**src/hdl/folded_depth_to_jet_color_unit_defines.svh**
```systemverilog
// Assertion macros for the folded depth to jet color unit.
// Included by the modules that carry concurrent checks; needs clk and arst_n in scope.
`ifndef FOLDED_DEPTH_TO_JET_COLOR_UNIT_DEFINES_SVH
`define FOLDED_DEPTH_TO_JET_COLOR_UNIT_DEFINES_SVH
`ifndef NO_ASSERTIONS
`define FDJC_ASSERT(lbl, prop) \
	lbl: assert property (@(posedge clk) disable iff (!arst_n) prop) \
		else $error("fdjc check failed");
`define FDJC_ASSERT_NEXT(lbl, ante, cons) \
	lbl: assert property (@(posedge clk) disable iff (!arst_n) ante |=> cons) \
		else $error("fdjc check failed");
`else
`define FDJC_ASSERT(lbl, prop)
`define FDJC_ASSERT_NEXT(lbl, ante, cons)
`endif
`endif

```
**src/hdl/fdjc_pkg.sv**
```systemverilog
// Shared types and constants of the folded depth to jet color unit.
// No dependencies.
package fdjc_pkg;

	localparam int FRAC_BITS  = 16;
	localparam int DEPTH_W    = 32;
	localparam int PER_W      = 31;
	localparam int COL_W      = 8;
	localparam int FOLD_W     = FRAC_BITS + 1;
	localparam int MOD_CELLS  = DEPTH_W;
	localparam int FOLD_CELLS = FRAC_BITS + 1;
	localparam int MAP_W      = FRAC_BITS + 13;

	localparam logic [PER_W-1:0] PER_RESET = PER_W'(1) << FRAC_BITS;
	localparam logic [FOLD_W-1:0] FOLD_ONE = FOLD_W'(1) << FRAC_BITS;
	localparam logic [COL_W-1:0] RED_PEAK = COL_W'(204);

	typedef struct packed {
		logic               vld;
		logic [PER_W-1:0]   rem;
		logic [DEPTH_W-1:0] acc;
		logic               neg;
		logic               nz;
	} div_beat_t;

	typedef struct packed {
		logic             vld;
		logic [COL_W-1:0] red;
		logic [COL_W-1:0] green;
		logic [COL_W-1:0] blue;
	} color_t;

endpackage

```
**src/hdl/fdjc_jet.sv**
```systemverilog
// Jet colormap stage: five linear segments over the folded value, registered.
// Depends on fdjc_pkg.
module fdjc_jet import fdjc_pkg::*; (
	input  logic      clk,
	input  logic      arst_n,
	input  logic      en,
	input  div_beat_t din,
	output color_t    dout
);

	localparam logic [MAP_W-1:0] X1 = MAP_W'(1) << FRAC_BITS;
	localparam logic [MAP_W-1:0] X3 = MAP_W'(3) << FRAC_BITS;
	localparam logic [MAP_W-1:0] X5 = MAP_W'(5) << FRAC_BITS;
	localparam logic [MAP_W-1:0] X7 = MAP_W'(7) << FRAC_BITS;
	localparam logic [MAP_W-1:0] B0 = MAP_W'(255) << FRAC_BITS;
	localparam logic [MAP_W-1:0] R4 = MAP_W'(2193) << FRAC_BITS;

	logic [MAP_W-1:0] f;
	logic [MAP_W-1:0] f8;
	logic [MAP_W-1:0] r_full;
	logic [MAP_W-1:0] g_full;
	logic [MAP_W-1:0] b_full;
	color_t           nxt;

	always_comb begin
		f      = MAP_W'(din.acc[FOLD_W-1:0]);
		f8     = f << 3;
		r_full = '0;
		g_full = '0;
		b_full = '0;
		if (f8 < X1) begin
			b_full = B0 + MAP_W'(2040) * f;
		end else if (f8 < X3) begin
			g_full = MAP_W'(255) * (f8 - X1);
			b_full = B0 << 1;
		end else if (f8 < X5) begin
			r_full = MAP_W'(204) * (f8 - X3);
			g_full = B0 << 1;
			b_full = MAP_W'(255) * (X5 - f8);
		end else if (f8 < X7) begin
			r_full = MAP_W'(204) << (FRAC_BITS + 1);
			g_full = MAP_W'(255) * (X7 - f8);
		end else begin
			r_full = R4 - MAP_W'(2040) * f;
		end
		nxt.vld   = din.vld;
		nxt.red   = r_full[FRAC_BITS+1 +: COL_W];
		nxt.green = g_full[FRAC_BITS+1 +: COL_W];
		nxt.blue  = b_full[FRAC_BITS+1 +: COL_W];
	end

	always_ff @(posedge clk or negedge arst_n) begin
		if (!arst_n) begin
			dout.vld <= 1'b0;
		end else if (en) begin
			dout <= nxt;
		end
	end

endmodule

```
**config.mk**
```make
export PLATFORM = sky130hd
export DESIGN_NAME = fdjc_jet
export DESIGN_NICKNAME = d
export VERILOG_FILES = /design/src/hdl/folded_depth_to_jet_color_unit_defines.svh /design/src/hdl/fdjc_pkg.sv /design/src/hdl/fdjc_jet.sv
export SDC_FILE = /design/constraint.sdc
export NUM_CORES = 1
export LEC_CHECK = 0
export BUFFER_PORTS_ARGS = -buffer_cell sky130_fd_sc_hd__buf_2
export CAP_MARGIN = 20
export CORE_ASPECT_RATIO = 0.75
export CORE_MARGIN = 2
export CORE_UTILIZATION = 57
export CTS_BUF_LIST = sky130_fd_sc_hd__clkbuf_8 sky130_fd_sc_hd__clkbuf_16
export CTS_CLUSTER_DIAMETER = 150
export CTS_CLUSTER_SIZE = 12
export DETAILED_ROUTE_END_ITERATION = 10
export PLACE_DENSITY = 0.84
export SYNTH_ARGS = -nofsm -noshare
export SYNTH_HDL_FRONTEND = slang
export SYNTH_SLANG_ARGS = --single-unit
```
**constraint.sdc**
```tcl
create_clock -name clk -period 0.9 [get_ports clk]
set_clock_uncertainty 0.15 [all_clocks]
set_input_delay 0.18 -clock clk [delete_from_list [all_inputs] [get_ports clk]]
set_output_delay 0.18 -clock clk [all_outputs]
set_load 0.01 [all_outputs]
```
==> results.py <==
metrics = {
    "layout": {
        "largest_register_ff_count": 25,
        "top_register": "dout",
        "final_layout_size_suffix_gt1_frac": 0.403,
        "reg_top3": "dout (25)",
        "postLayoutCoreUtil": 0.825,
        "finish.net_count": 2272,
        "flow.area_growth_from_synthesis_pct": 43.0,
    },
    "floorplanning": {
        "core.rowCount": 47,
        "floorplan.core_area_um2": 21900,
        "dieHeight_um": 133,
        "die-area_um2": 23400,
        "boundaryPins": 94,
        "chipWidth_um": 176,
        "start_util": 0.577,
    },
    "routing": {
        "post_drt_via_cell_ratio": 6.79,
        "drt_iter0_markers": 2089,
        "drt-pass1-iter-count": 10,
        "detailroute.via_count": 14000,
        "wl_per_cell_um": 30.3,
        "final_antenna_net_count": 0,
        "wirelength_mm": 62.6,
        "route.detailed.drc": 0,
    },
    "sta": {
        "fin_tns_setup_ps": -125250,
        "setup-violations-final": 50,
        "max_frequency_mhz": 162,
        "hold_slack_ps": -1.70,
        "layout_worst_path_cycle_share": 6.87,
        "period_minus_slack_ps": 6190,
        "maxSlewHeadroom": 0.526,
        "final_slew_violations": 0,
        "timing_worst_slew_pin_value_ps": 706,
        "final_hold_viol_count": 1,
        "postLayoutSetupSlackWorst_ps": -5290,
        "setup_repair_after_global_routing_missed_its_margin": "yes",
    },
    "logic_synthesis": {
        "synth_enable_flop_cells": 24,
        "total_standard_cell_area_after_synthesis_um2": 12700,
        "cell_type_with_the_highest_aggregate_area_in_the_netlist": "fa_1",
        "ys_types": 73,
        "postSynth.asyncResetShare": 0.0400,
        "synth-warning-count": 0,
        "netlist_top_cells_area": "fa_1 41%, ha_1 17%, inv_1 11%, edfxtp_1 5.7%, xnor2_1 5.0%",
        "synth_nets": 1805,
        "syn_area_per_cell_um2": 9.68,
        "synthMostInstantiatedCell": "inv_1",
        "post-synth-top-area-fraction": 0.414,
        "post_synth_most_frequent_cells": "384 x inv_1, 262 x fa_1, 167 x ha_1",
        "yosys_register_bits": 25,
        "yosys_most_used_dff": "edfxtp_1",
        "seq_area_frac_synth": 0.0589,
        "syn-instance-count": 1307,
    },
    "critical_path": {
        "cp.buffers_inverters": 7,
        "worst_path_max_delay_cell": "fa_1",
        "crit_fanout": 4,
        "setup.worst_path.start_class": "primary input",
        "crit_path_frequent_cell": "fa_1",
        "critPathArrivalTime_ps": 6050,
        "worst_path_max_stage_delay_ps": 600,
        "critical_path.top_delay_family": "adder cells",
        "required_ps": 770,
        "crit_chain": "buf_8, clkinvlp_4, buf_6, ha_4, and4_4, xnor2_4, buf_4, fa_1, inv_2, fa_1, fa_1, inv_1, fa_1, ha_1, a21o_1, a21o_1, a21oi_2, buf_4, o211ai_1, and3_1, or3_1, a311oi_2, a21oi_1",
        "timing.setup.critical_path_class": "primary input to register",
        "end_kind": "register",
    },
    "cts": {
        "clk-insertion-delay-late_ps": 280,
        "cts.htree.levels": 1,
        "cts_tree": "yes",
        "clock-root-buffer": "clkbuf_16",
        "cts.clk_slew.worst_paths_ps": 70,
        "cts.sinks": 25,
        "cts_buffers": 3,
        "clock_tree.buffer_depth": 2,
    },
    "placed_design": {
        "numPortBuffers": 45,
        "preCtsSetupSlack_ps": -5020,
        "hpwl_reported_at_the_end_of_detailed_placement_mm": 35.2,
        "gpl.final_weighted_congestion": 0.963,
    },
    "global_routing": {
        "wire_length_of_the_first_global_routing_pass_mm": 75.0,
        "globalRouteOverflowTotal": 0,
        "global_route.usage.total": 0.425,
        "grt_start_max_net_pins": 22,
        "grt_pass1_vias": 13500,
        "grt_antenna_before_repair": 4,
    },
    "run": {
        "maxCapViolations": 0,
    },
    "hold_path": {
        "type_of_the_most_critical_hold_path": "primary input to register",
    },
    "status": {
        "violations": "negative hold slack, negative setup slack",
        "run_status": "finished, violations left",
    },
}
## cells by family after synthesis
family | after synthesis | synth area share
fa+ha+maj | 429 | 0.579
buf+inv | 401 | 0.119
compound gates | 187 | 0.101
simple gates | 162 | 0.0670
xor+xnor | 98 | 0.0705
flops | 25 | 0.0589
mux | 5 | 0.00415
## per-stage QoR
stage          cells  area (um2)
3_3_place_gp    1989       16200
5_1_grt         2067       18100
4_1_cts         2046       17300
2_1_floorplan   1307       12900
3_5_place_dp    1989       16200
6_report        2068       18100
## worst paths after layout
check / slack, ps / to / from / cells after the start
max: -5290 / dout[3]$_DFFE_PP_ / din[5] / 23
min: -2 / dout[24]$_DFFE_PN0P_ / din[65] / 2
max reg2reg: -10 / dout[24]$_DFFE_PN0P_ / dout[24]$_DFFE_PN0P_ / 1
min reg2reg: 390 / dout[24]$_DFFE_PN0P_ / dout[24]$_DFFE_PN0P_ / 1
max in group asynchronous: 450 / dout[24]$_DFFE_PN0P_ / arst_n / 2
min in group asynchronous: 50 / dout[24]$_DFFE_PN0P_ / arst_n / 2
## layout by cell type, fill, tap and decap left out, drive strengths merged, types with 5 or more instances in the layout
master / count
inv: 381
or3: 6
nand4: 9
nor3: 11
buf: 474
nand3: 16
ha: 167
nand2: 38
or2: 5
o31ai: 5
clkbuf: 5
xnor2: 73
nor2: 36
a21o: 13
o22ai: 7
clkinvlp: 6
o21a: 14
nand2b: 5
a311oi: 5
a21oi: 59
xor2: 25
nor2b: 10
a211oi: 15
a31oi: 9
o21ai: 25
edfxtp: 24
fa: 262
## area by class of cell
cell class                      count  area (um2)
Multi-Input combinational cell    881       11700
Fill cell                         963        3830
Timing Repair Buffer              477        3730
Inverter                          386        1480
Sequential cell                    25         746
Tap cell                          294         368
Clock buffer                        3        75.1
Clock inverter                      1        7.51
Antenna cell                        1        2.50
## metal layers
layer	part of all wire	wire, um	up-vias	track usage
met4	0.12	7450	6	0.242
met2	0.40	25000	1719	0.662
li1	-	-	5009	-
met5	0.0023	142	-	0
met3	0.17	10500	785	0.118
met1	0.31	19400	6513	0.536
## what timing repair did
action / CTS / global route
cloned: 0 / 0
buffers inserted: 54 / 24
hold endpoints to repair: 1 / 0
endpoints found under the setup margin: 50 / 50
pin swaps: 59 / 93
hold buffers: 1 / 0
gates resized for setup: 135 / 130
Power is not shown: default switching activity piles up to over one toggle a cycle in this logic, so the estimate is an artifact.
