`config.mk`:
```
export PLATFORM = sky130hd
export DESIGN_NAME = fdjc_div_cell
export DESIGN_NICKNAME = d
export VERILOG_FILES = /design/src/hdl/folded_depth_to_jet_color_unit_defines.svh /design/src/hdl/fdjc_pkg.sv /design/src/hdl/fdjc_div_cell.sv
export SDC_FILE = /design/constraint.sdc
export NUM_CORES = 1
export LEC_CHECK = 0
export BUFFER_PORTS_ARGS = -buffer_cell sky130_fd_sc_hd__buf_2
export CORE_AREA = 3 3 158 83
export CTS_CLUSTER_SIZE = 20
export DETAILED_ROUTE_END_ITERATION = 10
export DIE_AREA = 0 0 161 86
export SYNTH_ARGS = -nofsm -noshare
export SYNTH_HDL_FRONTEND = slang
export SYNTH_SLANG_ARGS = --single-unit
export TNS_END_PERCENT = 100
```
`constraint.sdc`:
```
create_clock -name clk -period 1.75 [get_ports clk]
set_input_delay 0.35 -clock clk [delete_from_list [all_inputs] [get_ports clk]]
set_output_delay 0.35 -clock clk [all_outputs]
set_load 0.01 [all_outputs]
```
`src/hdl/folded_depth_to_jet_color_unit_defines.svh`:
```
// Assertion macros for the folded depth to jet color unit.
// Included by the modules that carry concurrent checks; needs clk and arst_n in scope.
`ifndef FOLDED_DEPTH_TO_JET_COLOR_UNIT_DEFINES_SVH
`define FOLDED_DEPTH_TO_JET_COLOR_UNIT_DEFINES_SVH
`ifndef NO_ASSERTIONS
`define FDJC_ASSERT(lbl, prop) \
	lbl: assert property (@(posedge clk) disable iff (!arst_n) prop) \
		else $error("fdjc check failed");
`define FDJC_ASSERT_NEXT(lbl, ante, cons) \
	lbl: assert property (@(posedge clk) disable iff (!arst_n) ante |=> cons) \
		else $error("fdjc check failed");
`else
`define FDJC_ASSERT(lbl, prop)
`define FDJC_ASSERT_NEXT(lbl, ante, cons)
`endif
`endif

```
`src/hdl/fdjc_pkg.sv`:
```
// Shared types and constants of the folded depth to jet color unit.
// No dependencies.
package fdjc_pkg;

	localparam int FRAC_BITS  = 16;
	localparam int DEPTH_W    = 32;
	localparam int PER_W      = 31;
	localparam int COL_W      = 8;
	localparam int FOLD_W     = FRAC_BITS + 1;
	localparam int MOD_CELLS  = DEPTH_W;
	localparam int FOLD_CELLS = FRAC_BITS + 1;
	localparam int MAP_W      = FRAC_BITS + 13;

	localparam logic [PER_W-1:0] PER_RESET = PER_W'(1) << FRAC_BITS;
	localparam logic [FOLD_W-1:0] FOLD_ONE = FOLD_W'(1) << FRAC_BITS;
	localparam logic [COL_W-1:0] RED_PEAK = COL_W'(204);

	typedef struct packed {
		logic               vld;
		logic [PER_W-1:0]   rem;
		logic [DEPTH_W-1:0] acc;
		logic               neg;
		logic               nz;
	} div_beat_t;

	typedef struct packed {
		logic             vld;
		logic [COL_W-1:0] red;
		logic [COL_W-1:0] green;
		logic [COL_W-1:0] blue;
	} color_t;

endpackage

```
`src/hdl/fdjc_div_cell.sv`:
```
// One restoring-division cell: shifts in one dividend bit, subtracts the period when the trial remainder reaches it.
// Depends on fdjc_pkg.
module fdjc_div_cell import fdjc_pkg::*; (
	input  logic             clk,
	input  logic             arst_n,
	input  logic             en,
	input  logic [PER_W-1:0] per,
	input  div_beat_t        din,
	output div_beat_t        dout
);

	logic [PER_W:0]   trial;
	logic             ge;
	logic [PER_W:0]   diff;
	div_beat_t        nxt;

	always_comb begin
		trial = {din.rem, din.acc[DEPTH_W-1]};
		ge    = trial >= {1'b0, per};
		diff  = trial - {1'b0, per};
		nxt     = din;
		nxt.rem = ge ? diff[PER_W-1:0] : trial[PER_W-1:0];
		nxt.acc = {din.acc[DEPTH_W-2:0], ge};
	end

	always_ff @(posedge clk or negedge arst_n) begin
		if (!arst_n) begin
			dout.vld <= 1'b0;
		end else if (en) begin
			dout <= nxt;
		end
	end

endmodule

```
==> flow_summary.ini, run 1 <==
[yosys]
yosys.cell_types.count = 49
synth_ff_type = edfxtp_1
syn_area_um2 = 4140
yosys_warnings = 0
synth-seq-cells = 66
synth_top_cell_by_area = edfxtp_1
synth-edff-count = 65
synthCells = 415
synth_nets = 547
avgSynthCellArea_um2 = 9.97
synthArstFlopShare_pct = 1.52
synth_top_area_share_pct = 47.2
synth_area_leaders = edfxtp_1 (47%), ha_1 (9.4%), a21oi_1 (5.9%)
seq_area_frac_synth_pct = 47.8

[setup_path]
critPathKind = input pin to flop
crit_buf_inv = 4
start_kind = input pin
cp-end-kind = flop
arrival_ns = 2.48
critical-path-top-delay-family = compound AO/OA/AOI/OAI gates
cp_slowest_cell = a31o_2
rr_startpoint = dout[65]
cp.required_ns = 1.84
crit_path_start = per[17]
critical_path.max_stage_delay_ns = 0.34
crit_path_cell_trace = buf_2, inv_1, ha_1, a21oi_2, o211ai_1, a31o_2, a211oi_4, a211oi_4, nor2_4, inv_6, buf_8, a31o_2
cp_max_fo = 12

[placed_design]
dp_cells = 853
place_congestion = 0.861
dp_hpwl_um = 9980
placed_area_um2 = 6150
portBuffers = 165
pre_cts_ws_ns = -1.12

[clock_tree]
cts_tree = done
cts_buffers = 9
path_clk_slew_ns = 0.06
htree_levels = 3
clock_latency_ns = 0.32
clock_path_buffers = 2
clockRootBuffer = clkbuf_16
clock_sink_count = 66

[status]
outcome = finished with violations
violations = negative setup slack

[min_path]
min_path_type = input pin to flop
hold_start = din[6]

[grt]
antenna_found_initial = 0
grt_pass1_vias = 4334
grt_overflow = 0
grt_use_total_pct = 18.7
grt_max_degree = 45
grt_first_pass_wirelength_um = 20900

[power]
power_density_nw_per_um2 = 793
power_leakage_nw = 3.23
peakVddDrop_uv = 419

[floorplan]
die_y_um = 86
start_util_pct = 35.1
dieArea_um2 = 13800
dieWidth_um = 161
io_pins = 166
row_count = 28
core_area_um2 = 11800

[drt]
postRouteAntennaNets = 0
vias = 4210
drc_errors = 0
drt-vias-per-instance = 4.74
drt_first_pass_iters = 4
drt_wl_total_um = 13500
drt-initial-drc-count = 224
wl_per_cell_um = 15.1

[layout]
final_area_um2 = 7070
largest_reg_flops = 66
synthToLayoutAreaGrowth_pct = 71.0
layout_commonest_cell = buf_2
final_cells = 889
final_layout_size_suffix_gt1_share_pct = 54.6
nNetsFinal = 851
largest_register = dout
multiInputGateArea_um2 = 2340
register_area_um2 = 1980
fill_cells = 1017
diodes = 0
top_regs = dout (66)
final_cell_mix = buf_2 (151), buf_4 (128), edfxtp_1 (65)
final_util_pct = 60.1

[timing]
period_needed_ns = 2.39
max_slew_margin_pct = 62.3
worst_pin_slew_ns = 0.559
fmax_mhz = 418
hold_violations = 0
grt_setup_unrepaired = yes
setup_viol = 32
finalMaxSlewViolations = 0
post-route-period-util_pct = 137
fin_skew_ns = 0
worst_slack_ns = -0.640

[flow_run]
max_cap_viol_count = 0
## what timing repair did
action                                  4_1_cts  5_1_grt
endpoints found under the hold margin         1        0
cloned                                        0        1
hold buffers                                  1        0
pin swaps                                    32        7
endpoints found under the setup margin       32       32
buffers inserted                             16        4
gates resized for setup                      89       12
## Yosys cell counts (all sizes together) (2+ instances only)
cell type and n:
nor3b 2, nand4 5, nor3 5, o31ai 3, inv 42, nand3 5, buf 8, o311a 2
a211oi 7, o21ai 27, nand2b 4, ha 31, a211o 3, o211a 3, nor4 3, nor2 42
edfxtp 65, mux2 2, a21o 5, o21a 2, xnor2 11, and3 2, a31o 2, o21bai 5
clkbuf 4, and2 6, or3 2, a31oi 2, o211ai 4, a21oi 49, xor2 12, nor2b 4
nand2 35
## kinds of logic after synthesis
kind of cell / count (synthesis) / synth area share [%]
simple gates: 117 / 13.2
buf+inv: 54 / 5.66
compound gates: 121 / 18.0
fa+ha+maj: 32 / 9.86
mux: 2 / 0.635
flops: 66 / 47.8
xor+xnor: 23 / 4.87
## per-stage QoR
step / TNS (ns) / power [W] / hold slack [ns]
after floorplan: -21.53 / 0.00280 / 0.0544
after global placement: -31.99 / 0.00352 / 0.132
after detailed placement: -33.14 / 0.00355 / 0.134
after CTS: -15.93 / 0.00558 / 0.186
after global routing: -22.01 / 0.00590 / 0.183
final: -18.67 / 0.00561 / 0.196
## final timing paths
| path | cells past startpoint | slack (ns) | to |
|---|---|---|---|
| worst max-delay path | 12 | -0.64 | dout[59] |
| min in group asynchronous | 2 | 0.35 | dout[65] |
| worst max register to register | 1 | 1.00 | dout[65] |
| max in group asynchronous | 2 | 1.31 | dout[65] |
| worst min-delay path | 1 | 0.20 | dout[7] |
| worst min register to register | 1 | 0.52 | dout[65] |
## layer usage
layer / vias up / part of all wire, % / GRT usage [%]
met5: - / 0 / 0
met4: 0 / 1.3 / 5.31
met3: 14 / 5.3 / 3.28
met2: 131 / 50 / 32.9
met1: 1957 / 44 / 23.9
li1: 2108 / - / -
## power breakdown
part	switching, W	internal [W]
Clock	0.000727	0.00111
Combinational	0.000884	0.000933
Sequential	0.0000321	0.00192
Total	0.00164	0.00397
## area by class of cell
class / count / area share [%]
clock inverter: 7 / 1.08
sequential: 66 / 27.9
tap: 165 / 2.92
inverter: 42 / 2.65
clock buffer: 9 / 3.18
timing repair buffer: 305 / 29.2
multi-input combinational: 295 / 33.0
(Power assumes the default switching activity.)
==> inputs of run 2 (changes only) <==
--- a/config.mk
+++ b/config.mk
@@ -10,6 +10,7 @@
 export CTS_CLUSTER_SIZE = 20
 export DETAILED_ROUTE_END_ITERATION = 10
 export DIE_AREA = 0 0 161 86
+export RECOVER_POWER = 50
 export SYNTH_ARGS = -nofsm -noshare
 export SYNTH_HDL_FRONTEND = slang
 export SYNTH_SLANG_ARGS = --single-unit
==> run 2 against run 1 <==
Compared with the run above: the flow still finishes with violations (negative setup slack); register-to-register slack barely moved; total power fell by 0.24%; global-route usage did not move; first-iteration DRC count rose by 3.1%; worst setup slack improved by 0.0016 ns; die area did not move; non-clock buffer count did not move; final area fell by 0.87%; largest power group unchanged.
==> flow_summary.ini, run 2 (synthesis gave the netlist of run 1 again) <==
[power]
power_frac_seq_pct = 35.0
p_comb_share_pct = 32.1
peakVddDrop_uv = 418
clock_power_share_pct = 33.0
power_density_nw_per_um2 = 798
p_int_w = 0.00394
switching_share_pct = 29.5
power_leakage_nw = 3.09
total_power_w = 0.00559
net-switching-power_w = 0.00165

[grt]
grt_pass1_vias = 4334
grt_util_met3_pct = 3.28
grt_use_total_pct = 18.7
grtUsageMet1_pct = 23.9
grt_first_pass_wirelength_um = 20900
grt_most_used_layer = met2
grt_overflow = 0
antenna_found_initial = 0
grt_max_degree = 45
gr-usage-met2_pct = 32.9

[placed_design]
placed_area_um2 = 6150
pre_cts_ws_ns = -1.12
place_congestion = 0.861
dp_hpwl_um = 9980
portBuffers = 165

[layout]
synthToLayoutAreaGrowth_pct = 69.5
largest_reg_flops = 66
nNetsFinal = 851
fill_cells = 1051
multiInputGateArea_um2 = 2340
final_layout_size_suffix_gt1_share_pct = 47.8
final_cell_mix = buf_4 (128), buf_2 (102), edfxtp_1 (65)
register_area_um2 = 1980
diodes = 0
layout_commonest_cell = buf_4
largest_register = dout
top_regs = dout (66)
final_area_um2 = 7010

[clock_tree]
cts_tree = done
cts_buffers = 9
htree_levels = 3
clock_sink_count = 66
clock_path_buffers = 2
path_clk_slew_ns = 0.06
clockRootBuffer = clkbuf_16
clock_latency_ns = 0.32

[status]
outcome = finished with violations
violations = negative setup slack

[flow_run]
max_cap_viol_count = 0

[setup_path]
arrival_ns = 2.48
cp-end-kind = flop
critical_path.max_stage_delay_ns = 0.34
cp.required_ns = 1.84
start_kind = input pin
cp_max_fo = 12
critPathKind = input pin to flop
crit_path_cell_trace = buf_2, inv_1, ha_1, a21oi_2, o211ai_1, a31o_2, a211oi_4, a211oi_4, nor2_4, inv_6, buf_8, a31o_2
cp_slowest_cell = a31o_2

[min_path]
min_path_type = input pin to flop

[timing]
finalMaxSlewViolations = 0
timing.hold.ws_ns = 0.196
post-route-period-util_pct = 136
fmax_mhz = 419
max_slew_margin_pct = 63.9
worst_pin_slew_ns = 0.535
period_needed_ns = 2.39
fin_skew_ns = 0
grt_setup_unrepaired = yes
setup_viol = 32
hold_violations = 0
worst_slack_ns = -0.639

[floorplan]
start_util_pct = 35.1
io_pins = 166
dieWidth_um = 161
dieArea_um2 = 13800
core_area_um2 = 11800
row_count = 28
die_y_um = 86

[drt]
wl_per_cell_um = 15.2
drt_wl_total_um = 13500
postRouteAntennaNets = 0
vias = 4216
drt-vias-per-instance = 4.74
drt-initial-drc-count = 231
drc_errors = 0
drt_first_pass_iters = 5
run 2: path summary, 6_finish.rpt:
check                      startpoint  endpoint  slack [ns]  depth (start not counted)
setup / recovery              per[17]  dout[59]       -0.64                         12
hold / removal                 din[6]   dout[7]        0.20                          1
setup reg to reg             dout[65]  dout[65]        1.00                          1
hold reg to reg              dout[65]  dout[65]        0.52                          1
max in group asynchronous      arst_n  dout[65]        1.29                          2
min in group asynchronous      arst_n  dout[65]        0.35                          2
run 2: through the flow:
stage / setup TNS [ns] / cells / util (%)
CTS: -15.93 / 885 / 59.1
floorplan: -21.53 / 415 / -
detailed placement: -33.14 / 853 / 52.3
global route: -22.01 / 889 / 59.6
global placement: -31.99 / 853 / 52.3
finish: -18.60 / 889 / 59.6
run 2: routing by layer:
layer | vias to the layer above | wire (um)
met4 | 0 | 176
met5 | - | 0
met3 | 14 | 732
met2 | 135 | 6680
li1 | 2108 | -
met1 | 1959 | 5930
run 2: layout make-up:
class,instances,share of cell area [%]
multi-input combinational,295,33.3
timing repair buffer,305,28.6
sequential,66,28.2
clock buffer,9,3.21
tap,165,2.94
inverter,42,2.68
clock inverter,7,1.09
run 2: power groups by stage:
stage               sequential, W  combinational, W  clock, W
floorplan                 0.00206          0.000733         0
global placement          0.00198           0.00154         0
detailed placement        0.00199           0.00156         0
CTS                       0.00195           0.00174   0.00188
global route              0.00197           0.00196   0.00195
finish                    0.00196           0.00180   0.00184
run 2: repair_timing:
item	4_1_cts	5_1_grt
pin swaps	32	7
resized for setup	89	12
setup buffers	16	4
hold buffers	1	0
gates cloned	0	1
endpoints found under the hold margin	1	0
endpoints found under the setup margin	32	32
run 2: critical path, delay by kind of cell:
family                     cells  cell delay, ns
adders and majority gates      1            0.32
buffers and inverters          4            0.36
and+or+nand+nor                1            0.22
AOI/OAI and AO/OA              6            1.21
